## src/design/assert_macros.svh

```systemverilog
// Assertion macros shared by the RTL files.
// Depends on nothing; included by the files that carry checks.
`ifndef ASSERT_MACROS_SVH
`define ASSERT_MACROS_SVH
`ifndef SYNTHESIS
`define ASSERT_CLK(label, clk, rstn, prop) \
    label: assert property (@(posedge clk) disable iff (!rstn) prop) \
    else $error("assertion failed");
`define ASSERT_NEVER(label, clk, rstn, cond) \
    label: assert property (@(posedge clk) disable iff (!rstn) !(cond)) \
    else $error("forbidden condition seen");
`else
`define ASSERT_CLK(label, clk, rstn, prop)
`define ASSERT_NEVER(label, clk, rstn, cond)
`endif
`endif

```

## src/design/crlf_pkg.sv

```systemverilog
// Shared constants and types of the CR/LF frame deframer.
// No dependencies; imported by all deframer modules.
`timescale 1ns / 1ps
`default_nettype none
package crlf_pkg;

    localparam logic [7:0] CR_BYTE = 8'h0D;
    localparam logic [7:0] LF_BYTE = 8'h0A;
    localparam int PAYLOAD_BYTES_DEF = 24;
    localparam int IDX_W  = 3;
    localparam int WORD_W = 32;

    typedef enum logic [4:0] {
        PH_HUNT   = 5'b00001,
        PH_WAITLF = 5'b00010,
        PH_PAY    = 5'b00100,
        PH_FTLF   = 5'b01000,
        PH_FTCR   = 5'b10000
    } phase_t;

    // frame handed from parser to emitter: which buffer holds it
    typedef struct packed {
        logic bank;
    } frame_cmd_t;

    // emitter tells parser a buffer has been read out
    typedef struct packed {
        logic valid;
        logic bank;
    } release_t;

endpackage
`default_nettype wire

```

## src/design/crlf_framed_payload_deframer_core.sv

```systemverilog
// CR/LF framed payload deframer, top level.
// Depends on crlf_pkg, crlf_front, crlf_cmdq, crlf_back and assert_macros.svh.
`timescale 1ns / 1ps
`default_nettype none
`include "assert_macros.svh"
// Takes one received byte per cycle on the s_ side and looks for frames of
// 0x0D 0x0A, PAYLOAD_BYTES payload bytes, 0x0A 0x0D. Payload bytes are packed
// little-endian into 32-bit words and written into one of two frame buffers;
// the closing 0x0D queues the frame, and the emitter sends its PAYLOAD_BYTES/4
// words on consecutive cycles while m_tready is high, after the queue and the
// read and output stages, the last one with m_tlast. Bytes keep flowing one per
// cycle meanwhile; the input stalls only if a third frame's payload starts while
// both buffers hold unsent frames, which m_tready backpressure alone can cause.
// word_index sits in m_tdata[2:0], payload_word in m_tdata[34:3].
module crlf_framed_payload_deframer_core #(
    parameter int PAYLOAD_BYTES = crlf_pkg::PAYLOAD_BYTES_DEF
) (
    input  wire logic        aclk,
    input  wire logic        aresetn,
    input  wire logic        s_tvalid,
    output logic             s_tready,
    input  wire logic [7:0]  s_tdata,   // rx_byte[7:0]
    output logic             m_tvalid,
    input  wire logic        m_tready,
    output logic [39:0]      m_tdata,   // word_index[2:0], payload_word[34:3]
    output logic             m_tlast    // last_word
);
    import crlf_pkg::*;

    localparam int NUM_WORDS = PAYLOAD_BYTES / 4;
    localparam int WA = (NUM_WORDS > 1) ? $clog2(NUM_WORDS) : 1;
    localparam int AW = WA + 1;

    logic              wr_en;
    logic [AW-1:0]     wr_addr;
    logic [WORD_W-1:0] wr_data;
    logic              cmd_push, cmd_pop, cmd_valid, cmd_full;
    frame_cmd_t        push_cmd, head_cmd;
    release_t          rel;

    crlf_front #(
        .PAYLOAD_BYTES(PAYLOAD_BYTES),
        .AW(AW)
    ) u_front (
        .aclk(aclk),
        .aresetn(aresetn),
        .s_tvalid(s_tvalid),
        .s_tready(s_tready),
        .s_tdata(s_tdata),
        .wr_en(wr_en),
        .wr_addr(wr_addr),
        .wr_data(wr_data),
        .cmd_push(cmd_push),
        .cmd(push_cmd),
        .rel(rel)
    );

    crlf_cmdq u_cmdq (
        .aclk(aclk),
        .aresetn(aresetn),
        .push(cmd_push),
        .push_cmd(push_cmd),
        .pop(cmd_pop),
        .not_empty(cmd_valid),
        .full(cmd_full),
        .head(head_cmd)
    );

    crlf_back #(
        .PAYLOAD_BYTES(PAYLOAD_BYTES),
        .AW(AW)
    ) u_back (
        .aclk(aclk),
        .aresetn(aresetn),
        .wr_en(wr_en),
        .wr_addr(wr_addr),
        .wr_data(wr_data),
        .cmd_valid(cmd_valid),
        .cmd(head_cmd),
        .cmd_pop(cmd_pop),
        .rel(rel),
        .m_tvalid(m_tvalid),
        .m_tready(m_tready),
        .m_tdata(m_tdata),
        .m_tlast(m_tlast)
    );

    // buffer ownership must keep the frame queue from overflowing
    `ASSERT_NEVER(a_cmdq_overflow, aclk, aresetn, cmd_push && cmd_full)
    `ASSERT_CLK(a_last_index, aclk, aresetn,
        (m_tvalid && m_tlast) |-> (m_tdata[2:0] == IDX_W'(NUM_WORDS - 1)))
    // words of one frame follow without gaps and with rising index
    `ASSERT_CLK(a_word_follows, aclk, aresetn,
        (m_tvalid && m_tready && !m_tlast) |=>
        (m_tvalid && m_tdata[2:0] == $past(m_tdata[2:0]) + 3'd1))

endmodule
`default_nettype wire

```

## src/design/crlf_front.sv

```systemverilog
// Byte parser: hunts headers, packs payload words into the frame buffers.
// Depends on crlf_pkg; drives the buffer write port and the frame queue.
`timescale 1ns / 1ps
`default_nettype none
module crlf_front #(
    parameter int PAYLOAD_BYTES = crlf_pkg::PAYLOAD_BYTES_DEF,
    parameter int AW = 4
) (
    input  wire logic                     aclk,
    input  wire logic                     aresetn,
    input  wire logic                     s_tvalid,
    output logic                          s_tready,
    input  wire logic [7:0]               s_tdata,
    output logic                          wr_en,
    output logic [AW-1:0]                 wr_addr,
    output logic [crlf_pkg::WORD_W-1:0]   wr_data,
    output logic                          cmd_push,
    output crlf_pkg::frame_cmd_t          cmd,
    input  crlf_pkg::release_t            rel
);
    import crlf_pkg::*;

    localparam int NUM_WORDS = PAYLOAD_BYTES / 4;
    localparam int WORD_END  = NUM_WORDS * 4;
    localparam int WA = AW - 1;
    localparam int PW = $clog2(PAYLOAD_BYTES);

    phase_t              phase_reg, phase_next;
    logic [PW-1:0]       pos_reg, pos_next;
    logic [WA-1:0]       wcnt_reg, wcnt_next;
    logic [WORD_W-1:0]   shift_reg, shift_next;
    logic                bank_reg, bank_next;
    logic [1:0]          busy_reg, busy_next;
    logic                accept;

    // stall only when payload would land in a buffer not yet read out
    assign s_tready = !(phase_reg == PH_PAY && busy_reg[bank_reg]);
    assign accept   = s_tvalid && s_tready;
    assign wr_addr  = {bank_reg, wcnt_reg};
    assign wr_data  = {s_tdata, shift_reg[WORD_W-1:8]};
    assign cmd.bank = bank_reg;

    always_comb begin
        phase_next = phase_reg;
        pos_next   = pos_reg;
        wcnt_next  = wcnt_reg;
        shift_next = shift_reg;
        bank_next  = bank_reg;
        wr_en      = 1'b0;
        cmd_push   = 1'b0;
        if (accept) begin
            unique case (phase_reg)
                PH_HUNT: begin
                    if (s_tdata == CR_BYTE) phase_next = PH_WAITLF;
                end
                PH_WAITLF: begin
                    if (s_tdata == LF_BYTE) begin
                        pos_next   = '0;
                        wcnt_next  = '0;
                        phase_next = PH_PAY;
                    end else if (s_tdata != CR_BYTE) begin
                        phase_next = PH_HUNT;
                    end
                end
                PH_PAY: begin
                    shift_next = {s_tdata, shift_reg[WORD_W-1:8]};
                    // trailing bytes past the last whole word are dropped
                    if (pos_reg[1:0] == 2'b11 && int'(pos_reg) < WORD_END) begin
                        wr_en     = 1'b1;
                        wcnt_next = wcnt_reg + 1'b1;
                    end
                    if (pos_reg == PW'(PAYLOAD_BYTES - 1)) begin
                        pos_next   = '0;
                        phase_next = PH_FTLF;
                    end else begin
                        pos_next = pos_reg + 1'b1;
                    end
                end
                PH_FTLF: begin
                    phase_next = (s_tdata == LF_BYTE) ? PH_FTCR : PH_HUNT;
                end
                PH_FTCR: begin
                    if (s_tdata == CR_BYTE) begin
                        cmd_push  = 1'b1;
                        bank_next = ~bank_reg;
                    end
                    phase_next = PH_HUNT;
                end
                default: begin
                    phase_next = PH_HUNT;
                end
            endcase
        end
    end

    always_comb begin
        busy_next = busy_reg;
        if (rel.valid) busy_next[rel.bank] = 1'b0;
        if (cmd_push)  busy_next[bank_reg] = 1'b1;
    end

    always_ff @(posedge aclk) begin
        if (!aresetn) begin
            phase_reg <= PH_HUNT;
            pos_reg   <= '0;
            wcnt_reg  <= '0;
            bank_reg  <= 1'b0;
            busy_reg  <= '0;
        end else begin
            phase_reg <= phase_next;
            pos_reg   <= pos_next;
            wcnt_reg  <= wcnt_next;
            bank_reg  <= bank_next;
            busy_reg  <= busy_next;
        end
    end

    always_ff @(posedge aclk) begin
        shift_reg <= shift_next;
    end

endmodule
`default_nettype wire

```

## src/design/crlf_cmdq.sv

```systemverilog
// Two-entry queue of finished frames between parser and emitter.
// Depends on crlf_pkg for the frame command type.
`timescale 1ns / 1ps
`default_nettype none
module crlf_cmdq (
    input  wire logic                aclk,
    input  wire logic                aresetn,
    input  wire logic                push,
    input  crlf_pkg::frame_cmd_t     push_cmd,
    input  wire logic                pop,
    output logic                     not_empty,
    output logic                     full,
    output crlf_pkg::frame_cmd_t     head
);
    import crlf_pkg::*;

    frame_cmd_t  entry_reg [2];
    logic        rd_ptr_reg, rd_ptr_next;
    logic        wr_ptr_reg, wr_ptr_next;
    logic [1:0]  count_reg, count_next;
    logic        do_push, do_pop;

    assign not_empty = (count_reg != 2'd0);
    assign full      = (count_reg == 2'd2);
    assign head      = entry_reg[rd_ptr_reg];
    assign do_push   = push && !full;
    assign do_pop    = pop && not_empty;

    always_comb begin
        rd_ptr_next = rd_ptr_reg ^ do_pop;
        wr_ptr_next = wr_ptr_reg ^ do_push;
        count_next  = count_reg + {1'b0, do_push} - {1'b0, do_pop};
    end

    always_ff @(posedge aclk) begin
        if (!aresetn) begin
            rd_ptr_reg <= 1'b0;
            wr_ptr_reg <= 1'b0;
            count_reg  <= '0;
        end else begin
            rd_ptr_reg <= rd_ptr_next;
            wr_ptr_reg <= wr_ptr_next;
            count_reg  <= count_next;
        end
    end

    always_ff @(posedge aclk) begin
        if (do_push) entry_reg[wr_ptr_reg] <= push_cmd;
    end

endmodule
`default_nettype wire

```

## src/design/crlf_back.sv

```systemverilog
// Word emitter: owns the two frame buffers and streams a frame's words out.
// Depends on crlf_pkg; fed by crlf_front writes and crlf_cmdq commands.
`timescale 1ns / 1ps
`default_nettype none
module crlf_back #(
    parameter int PAYLOAD_BYTES = crlf_pkg::PAYLOAD_BYTES_DEF,
    parameter int AW = 4
) (
    input  wire logic                     aclk,
    input  wire logic                     aresetn,
    input  wire logic                     wr_en,
    input  wire logic [AW-1:0]            wr_addr,
    input  wire logic [crlf_pkg::WORD_W-1:0] wr_data,
    input  wire logic                     cmd_valid,
    input  crlf_pkg::frame_cmd_t          cmd,
    output logic                          cmd_pop,
    output crlf_pkg::release_t            rel,
    output logic                          m_tvalid,
    input  wire logic                     m_tready,
    output logic [39:0]                   m_tdata,  // word_index[2:0], payload_word[34:3]
    output logic                          m_tlast   // last_word
);
    import crlf_pkg::*;

    localparam int NUM_WORDS = PAYLOAD_BYTES / 4;
    localparam int WA = AW - 1;

    logic [WORD_W-1:0] mem [2**AW];

    logic              active_reg, active_next;
    logic              bank_reg, bank_next;
    logic [WA-1:0]     k_reg, k_next;
    logic              advance, issue, issue_last;
    release_t          rel_reg, rel_next;

    // read stage
    logic              rv_reg;
    logic [IDX_W-1:0]  ridx_reg;
    logic              rlast_reg;
    logic [WORD_W-1:0] rdata_reg;

    // output stage
    logic              ov_reg;
    logic [IDX_W-1:0]  oidx_reg;
    logic              olast_reg;
    logic [WORD_W-1:0] odata_reg;

    // whole read/output pipe moves together when the output is free
    assign advance    = !ov_reg || m_tready;
    assign issue      = active_reg && advance;
    assign issue_last = (k_reg == WA'(NUM_WORDS - 1));
    assign cmd_pop    = !active_reg && cmd_valid;
    assign rel        = rel_reg;

    always_comb begin
        active_next = active_reg;
        bank_next   = bank_reg;
        k_next      = k_reg;
        rel_next    = '0;
        if (cmd_pop) begin
            active_next = 1'b1;
            bank_next   = cmd.bank;
            k_next      = '0;
        end else if (issue) begin
            k_next = k_reg + 1'b1;
            if (issue_last) begin
                active_next    = 1'b0;
                rel_next.valid = 1'b1;
                rel_next.bank  = bank_reg;
            end
        end
    end

    always_ff @(posedge aclk) begin
        if (!aresetn) begin
            active_reg <= 1'b0;
            bank_reg   <= 1'b0;
            k_reg      <= '0;
            rel_reg    <= '0;
            rv_reg     <= 1'b0;
            ov_reg     <= 1'b0;
        end else begin
            active_reg <= active_next;
            bank_reg   <= bank_next;
            k_reg      <= k_next;
            rel_reg    <= rel_next;
            if (advance) begin
                rv_reg <= issue;
                ov_reg <= rv_reg;
            end
        end
    end

    always_ff @(posedge aclk) begin
        if (wr_en) mem[wr_addr] <= wr_data;
    end

    always_ff @(posedge aclk) begin
        if (advance) begin
            rdata_reg <= mem[{bank_reg, k_reg}];
            ridx_reg  <= IDX_W'(k_reg);
            rlast_reg <= issue_last;
            odata_reg <= rdata_reg;
            oidx_reg  <= ridx_reg;
            olast_reg <= rlast_reg;
        end
    end

    assign m_tvalid = ov_reg;
    assign m_tdata  = {5'b0, odata_reg, oidx_reg};
    assign m_tlast  = olast_reg;

endmodule
`default_nettype wire

```

## config.mk

```make
export PLATFORM = sky130hd
export DESIGN_NAME = crlf_framed_payload_deframer_core
export DESIGN_NICKNAME = d
export VERILOG_FILES = /design/src/design/crlf_pkg.sv /design/src/design/crlf_framed_payload_deframer_core.sv /design/src/design/crlf_front.sv /design/src/design/crlf_cmdq.sv /design/src/design/crlf_back.sv
export VERILOG_INCLUDE_DIRS = /design/src /design/src/design
export SDC_FILE = /design/constraint.sdc
export NUM_CORES = 1
export LEC_CHECK = 0
export BUFFER_PORTS_ARGS = -buffer_cell sky130_fd_sc_hd__buf_2
export CORE_ASPECT_RATIO = 1.1
export CORE_MARGIN = 5
export CORE_UTILIZATION = 62
export DETAILED_ROUTE_END_ITERATION = 10
export GPL_TIMING_DRIVEN = 1
export PLACE_DENSITY = 0.75
export SETUP_SLACK_MARGIN = 0.5
export SYNTH_ARGS = -nofsm -noshare
export SYNTH_HDL_FRONTEND = slang
export SYNTH_SLANG_ARGS = --single-unit
```

## constraint.sdc

```tcl
create_clock -name aclk -period 14.75 [get_ports aclk]
set_clock_uncertainty 0.2 [all_clocks]
set_input_delay 1.475 -clock aclk [delete_from_list [all_inputs] [get_ports aclk]]
set_output_delay 1.475 -clock aclk [all_outputs]
set_load 0.005 [all_outputs]
```

# Word level (Yosys, flattened, before mapping)
# Memories as Yosys holds them, arrays and structs flattened. A register that Yosys moved wholly into a read port is not among the register bits.
# Cells that the tools add are included.
dict set report totals {
  regBits 100
  ram_bits 514
  wordCells 120
  n_memories 2
}
# memory words width rd rd_ports_with_merged_regs wr line
set mem_list {}
lappend mem_list {u_back.mem 16 32 1 1 1 crlf_back.sv:28} ;# logic [WORD_W-1:0] mem [2**AW];
lappend mem_list {u_cmdq.entry_reg 2 1 1 1 1 crlf_cmdq.sv:17} ;# frame_cmd_t entry_reg [2];
dict set report op_classes {
  n_addsub 5
  order_cmp 5
  n_eq_ne 17
  n_mux 34
  bitwise 9
  n_reduce_logical 28
}
# op n
set op_table {}
lappend op_table {{2-to-1 mux 5 bit} 7}
lappend op_table {{one-hot mux 5 bit (4 select lines)} 1}
lappend op_table {{2-to-1 mux 1 bit} 17}
lappend op_table {{equality test 8 x 4 -> 1 bit (second input constant)} 2}
lappend op_table {{equality test 5 bit (second input constant)} 2}
lappend op_table {{one-hot mux 5 bit (2 select lines)} 1}
lappend op_table {{logical AND 1 bit} 9}
lappend op_table {{!= test 8 x 4 -> 1 bit (second input constant)} 1}
lappend op_table {{AND reduction 4 bit} 2}
lappend op_table {{nonzero test 2 bit} 4}
lappend op_table {{adder 3 x 1 -> 3 bit (second input constant)} 2}
lappend op_table {{2-to-1 mux 2 bit} 3}
lappend op_table {{2-to-1 mux 3 bit} 2}
lappend op_table {{one-hot mux 3 bit (2 select lines)} 1}
lappend op_table {{AND reduction 3 bit} 2}
lappend op_table {{adder 5 x 1 -> 5 bit (second input constant)} 1}
lappend op_table {{equality test 5 x 1 -> 1 bit (second input constant)} 1}
lappend op_table {{equality test 5 x 2 -> 1 bit (second input constant)} 1}
lappend op_table {{equality test 5 x 3 -> 1 bit (second input constant)} 1}
lappend op_table {{equality test 5 x 4 -> 1 bit (second input constant)} 1}
lappend op_table {{zero test 1 bit} 5}
lappend op_table {{< comparator 5 bit (second input constant)} 1}
lappend op_table {{equality test 2 bit (second input constant)} 2}
lappend op_table {{< comparator 1 x 2 -> 1 bit (second input constant)} 2}
lappend op_table {{18 further kinds} 27}

# Logic depth before layout (Yosys ltp)
dict set report logic_depth {
  word_depth 9
  mapped_depth 8
  depth_no_buf 6
}

# By module
# From an unflattened synthesis, not the netlist that was laid out.
dict set report unflattened {
  hier_cells 1100
  area_unflattened_um2 23894.2
}
# mod instances cells_each area_per_inst_um2 seq_area_each_um2
set by_module_without_submodules {}
lappend by_module_without_submodules {crlf_back 1 925 21795.9 17717.0}
lappend by_module_without_submodules {crlf_front 1 147 1760.4 1041.0}
lappend by_module_without_submodules {crlf_cmdq 1 28 337.8 160.2}

# Least setup slack after synthesis
# OpenSTA, ideal clock, no wires.
dict set report synth_path {
  kind {input-to-reg}
  start {in s_tvalid}
  end {mem u_back.mem[0][0], enable pin}
  setup_ps 502
  arrival_ps 4870
  slack_ps 9178
  cell_stages 3
  n_path_buf 1
  path_cell_list {buf_4 > nand4_2 > nor4_1}
}
dict set report synth_via {
  elab_chain_cells 4
}
# element line
set synth_lines {}
lappend synth_lines {{start: declaration} crlf_framed_payload_deframer_core.sv:20} ;# input wire logic s_tvalid,
lappend synth_lines {{logical AND 1 bit} crlf_front.sv:38} ;# assign accept = s_tvalid && s_tready;
lappend synth_lines {{2-to-1 mux 1 bit} crlf_front.sv:51} ;# if (accept) begin
lappend synth_lines {{2-to-1 mux 1 bit} crlf_back.sv:95} ;# if (wr_en) mem[wr_addr] <= wr_data;
lappend synth_lines {{2-to-1 mux 1 bit (not written as such)} crlf_back.sv:95}
lappend synth_lines {{end: declaration} crlf_back.sv:28}
# Every way passes these cells.

# Worst setup path after layout
dict set report layout_path {
  start {reg u_front.bank_reg (netlist: u_front.cmd)}
  end {out s_tready}
}
dict set report layout_via {
  elab_chain_cells 4
}
# element line
set layout_lines {}
lappend layout_lines {{start: declaration} crlf_front.sv:32} ;# logic bank_reg, bank_next;
lappend layout_lines {{start signal: assignment} crlf_front.sv:113} ;# bank_reg <= bank_next;
lappend layout_lines {{2-to-1 mux 1 bit (not written as such) (2 in a row)} crlf_front.sv:37} ;# assign s_tready = !(phase_reg == PH_PAY && busy_reg[bank_reg]);
lappend layout_lines {{logical AND 1 bit} crlf_front.sv:37}
lappend layout_lines {{zero test 1 bit} crlf_front.sv:37}
lappend layout_lines {{end: declaration} crlf_framed_payload_deframer_core.sv:21} ;# output logic s_tready,
# Every way passes these cells. The select of a mux whose other input is x is not followed.

==> flow_results.xml <==
<?xml version="1.0" encoding="UTF-8"?>
<metrics>
  <group name="status">
    <metric name="status" unit="">finished clean</metric>
  </group>
  <group name="place">
    <metric name="dp.final_hpwl" unit="um">23300</metric>
    <metric name="routabilityCongestion" unit="">0.750</metric>
    <metric name="placed_area" unit="um2">24800</metric>
    <metric name="place.port_buffers" unit="">49</metric>
  </group>
  <group name="timing">
    <metric name="slew-limit-headroom" unit="%">19.4</metric>
    <metric name="final-max-slew-violation-count" unit="">0</metric>
    <metric name="layout_worst_path_cycle_share" unit="%">24.4</metric>
    <metric name="timing.setup.tns" unit="ps">0</metric>
    <metric name="fmax" unit="MHz">278</metric>
    <metric name="timing.final.crit_period" unit="ps">3600</metric>
    <metric name="setup_viol_count_final" unit="">0</metric>
    <metric name="timing_worst_slew_pin_value" unit="ps">1210</metric>
    <metric name="hold_violations" unit="">0</metric>
    <metric name="grt_setup_unrepaired" unit="">false</metric>
  </group>
  <group name="cells_and_area">
    <metric name="layout-area-overhead-vs-synth" unit="%">11.0</metric>
    <metric name="largest_register_ffs" unit="">512</metric>
    <metric name="drive_above_1_share" unit="%">29.5</metric>
    <metric name="diodes" unit="">0</metric>
    <metric name="nets" unit="">1123</metric>
    <metric name="finish.instance_area" unit="um2">26600</metric>
  </group>
  <group name="drt">
    <metric name="detail_route.wl_per_cell" unit="um">27.8</metric>
    <metric name="drt_drc_violations_left" unit="">0</metric>
    <metric name="post_drt_via_cell_ratio" unit="">6.34</metric>
    <metric name="drt_first_pass_iters" unit="">5</metric>
    <metric name="vias" unit="">10400</metric>
    <metric name="total_detailed_routing_wirelength" unit="um">45800</metric>
    <metric name="dr.first_iter.drc_count" unit="">977</metric>
    <metric name="final_antenna_net_count" unit="">0</metric>
  </group>
  <group name="worst_setup_path">
    <metric name="r2r_path_end" unit="">u_back.rdata_reg[30]$_DFFE_PN_</metric>
    <metric name="timing_worst_setup_path_type" unit="">register to output port</metric>
    <metric name="critical_path.max_fanout" unit="">14</metric>
    <metric name="worstReg2RegStart" unit="">u_back.k_reg[0]$_SDFFE_PP0P_</metric>
    <metric name="worst_ep_arrival_time" unit="ps">1930</metric>
    <metric name="reg2regPathDepth" unit="">3</metric>
    <metric name="category_of_the_worst_setup_path_capture_point" unit="">output port</metric>
    <metric name="worstPathRequired" unit="ps">13070</metric>
    <metric name="reg2reg_slack" unit="ps">11210</metric>
    <metric name="critPathLaunchType" unit="">register</metric>
  </group>
  <group name="synth">
    <metric name="synth-seq-area-share" unit="%">79.0</metric>
    <metric name="synth_cell_type_count" unit="">55</metric>
    <metric name="synth_area_per_cell" unit="um2">23.3</metric>
    <metric name="synth.most_common_cell" unit="">edfxtp_1</metric>
    <metric name="syn_warnings" unit="">0</metric>
    <metric name="synth_top_area_share" unit="%">76.5</metric>
    <metric name="synth_edf_count" unit="">610</metric>
    <metric name="post_synth_instance_area" unit="um2">23900</metric>
    <metric name="synth_seq_cells" unit="">639</metric>
    <metric name="async_flop_share" unit="%">0</metric>
    <metric name="synthTopCellsByCount" unit="">edfxtp_1, mux4_2, dfxtp_1, clkbuf_1, nand2_1</metric>
    <metric name="synth_ff_type" unit="">edfxtp_1</metric>
    <metric name="synth.largest_area_cell" unit="">edfxtp_1</metric>
    <metric name="ys_top_cells_by_area" unit="">edfxtp_1, mux4_2, dfxtp_1</metric>
    <metric name="synthCells" unit="">1029</metric>
  </group>
  <group name="floorplanning">
    <metric name="floorplan.initialDensity" unit="%">62.7</metric>
    <metric name="die_wd" unit="um">197</metric>
    <metric name="die-area" unit="um2">42600</metric>
    <metric name="floorplan.rows" unit="">75</metric>
    <metric name="area_inside_the_core_boundary" unit="um2">38200</metric>
    <metric name="die_y" unit="um">216</metric>
    <metric name="floorplan.io_pins" unit="">55</metric>
  </group>
  <group name="cts">
    <metric name="clock_tree_from_tritoncts" unit="">yes</metric>
    <metric name="cts_hold_buffers" unit="">0</metric>
    <metric name="insertion_delay" unit="ps">590</metric>
    <metric name="post_cts.repair.setup_buffers" unit="">0</metric>
    <metric name="cts-root-buf" unit="">clkbuf_16</metric>
    <metric name="cts_max_path_buffers" unit="">3</metric>
    <metric name="cts.htree.levels" unit="">2</metric>
    <metric name="numClockSinks" unit="">639</metric>
    <metric name="tritoncts.num_buffers" unit="">58</metric>
    <metric name="resized_gates_after_cts" unit="">0</metric>
    <metric name="cts.reportedPaths.clkPinSlew" unit="ps">60</metric>
  </group>
  <group name="global_route">
    <metric name="antenna_violations_before_repair" unit="">0</metric>
    <metric name="grt.total_usage" unit="%">22.2</metric>
    <metric name="grt_pass1_vias" unit="">11100</metric>
    <metric name="overflow" unit="">0</metric>
    <metric name="grt_start_max_net_pins" unit="">77</metric>
    <metric name="global_route_wire_length_before_repair" unit="um">70300</metric>
  </group>
  <group name="power_and_ir_drop">
    <metric name="pwrdens" unit="nW/um2">151</metric>
    <metric name="static-leakage-power" unit="nW">8.23</metric>
    <metric name="worst_ir_drop_vdd" unit="V">0.000122</metric>
  </group>
  <group name="hold_path">
    <metric name="cell_count_of_the_worst_hold_path" unit="">0</metric>
    <metric name="worstHoldEndpoint" unit="">u_back.odata_reg[13]$_DFFE_PN_</metric>
    <metric name="worstHoldPathType" unit="">register to register</metric>
    <metric name="hold_path_startpoint" unit="">u_back.rdata_reg[13]$_DFFE_PN_</metric>
  </group>
  <group name="run">
    <metric name="maxCapViolations" unit="">0</metric>
  </group>
</metrics>
## per-layer routing
metal | vias up | share of wire [%] | global-route usage, %
li1 | 4460 | - | -
met1 | 5542 | 39 | 30.8
met2 | 380 | 53 | 37.8
met3 | 59 | 5.6 | 3.57
met4 | 0 | 2.0 | 5.34
met5 | - | 0 | 0
## power breakdown
part           switching (mW)  internal [mW]  leakage [nW]
logic                   0.155          0.249          1.51
clock network           0.627          0.816         0.877
registers              0.0899           2.08          5.84
total                   0.872           3.15          8.23
## cell families after synthesis
| family | Yosys count | share of synthesized area (%) |
|---|---|---|
| muxes | 168 | 15.4 |
| AOI/OAI and AO/OA | 35 | 1.03 |
| DFF | 639 | 79.0 |
| and+or+nand+nor | 104 | 2.62 |
| xor gates and xnor gates | 8 | 0.293 |
| adders and majority gates | 9 | 0.470 |
| buffers and inverters | 65 | 1.22 |
| other | 1 | 0.0157 |
## how the worst max path moves through the flow
| stage | start | endpoint | depth (start not counted) |
|---|---|---|---|
| after detailed placement | s_tvalid | u_back.mem[13][16]$_DFFE_PP_ | 4 |
| after floorplan | s_tvalid | u_back.mem[0][0]$_DFFE_PP_ | 3 |
| after global placement | s_tvalid | u_back.mem[13][13]$_DFFE_PP_ | 4 |
| after global routing | u_back.k_reg[0]$_SDFFE_PP0P_ | u_back.rdata_reg[30]$_DFFE_PN_ | 3 |
| after CTS | u_back.k_reg[0]$_SDFFE_PP0P_ | u_back.rdata_reg[22]$_DFFE_PN_ | 3 |
| final | u_front.cmd$_SDFFE_PN0N_ | s_tready | 3 |
## worst max-delay path, cell delays in order (launching register included)
cell and delay, ps:
dfxtp_1 710, mux2_2 450, nand2_1 80, buf_2 110
## layout make-up
class | count | area (um2)
sequential | 639 | 18900
fill | 2236 | 11600
multi-input combinational | 329 | 4830
clock buffer | 69 | 1510
tap | 500 | 626
timing repair buffer | 63 | 350
clock inverter | 36 | 302
inverter | 11 | 43.8
## metrics by stage
stage | setup slack, ps | utilization [%] | hold slack [ps] | total power, mW | std cells
after floorplan | 9180 | - | 200 | 2.49 | 1033
after global placement | 10930 | 64.8 | 201 | 2.61 | 1542
after detailed placement | 10870 | 64.8 | 205 | 2.62 | 1542
after CTS | 11070 | 69.6 | 220 | 4.05 | 1647
after global routing | 10840 | 69.6 | 228 | 4.17 | 1647
final | 11150 | 69.6 | 218 | 4.02 | 1647
## placed cells by master, fill, tap and decap left out, drive strengths merged, types with 3 or more instances in the layout
cell and count:
inv 13, bufinv 5, mux4 160, a21boi 3, conb 5, clkinvlp 4
dfxtp 29, ha 9, nand3 9, o21ai 9, nor2b 4, clkbuf 69
and2 15, nand3b 6, clkinv 25, a21oi 8, nor3 7, nand4b 3
edfxtp 610, nand2 25, xnor2 4, xor2 4, nor2 13, mux2i 6
nor4 7, buf 63
No activity file was read; power rests on OpenSTA's default activity.
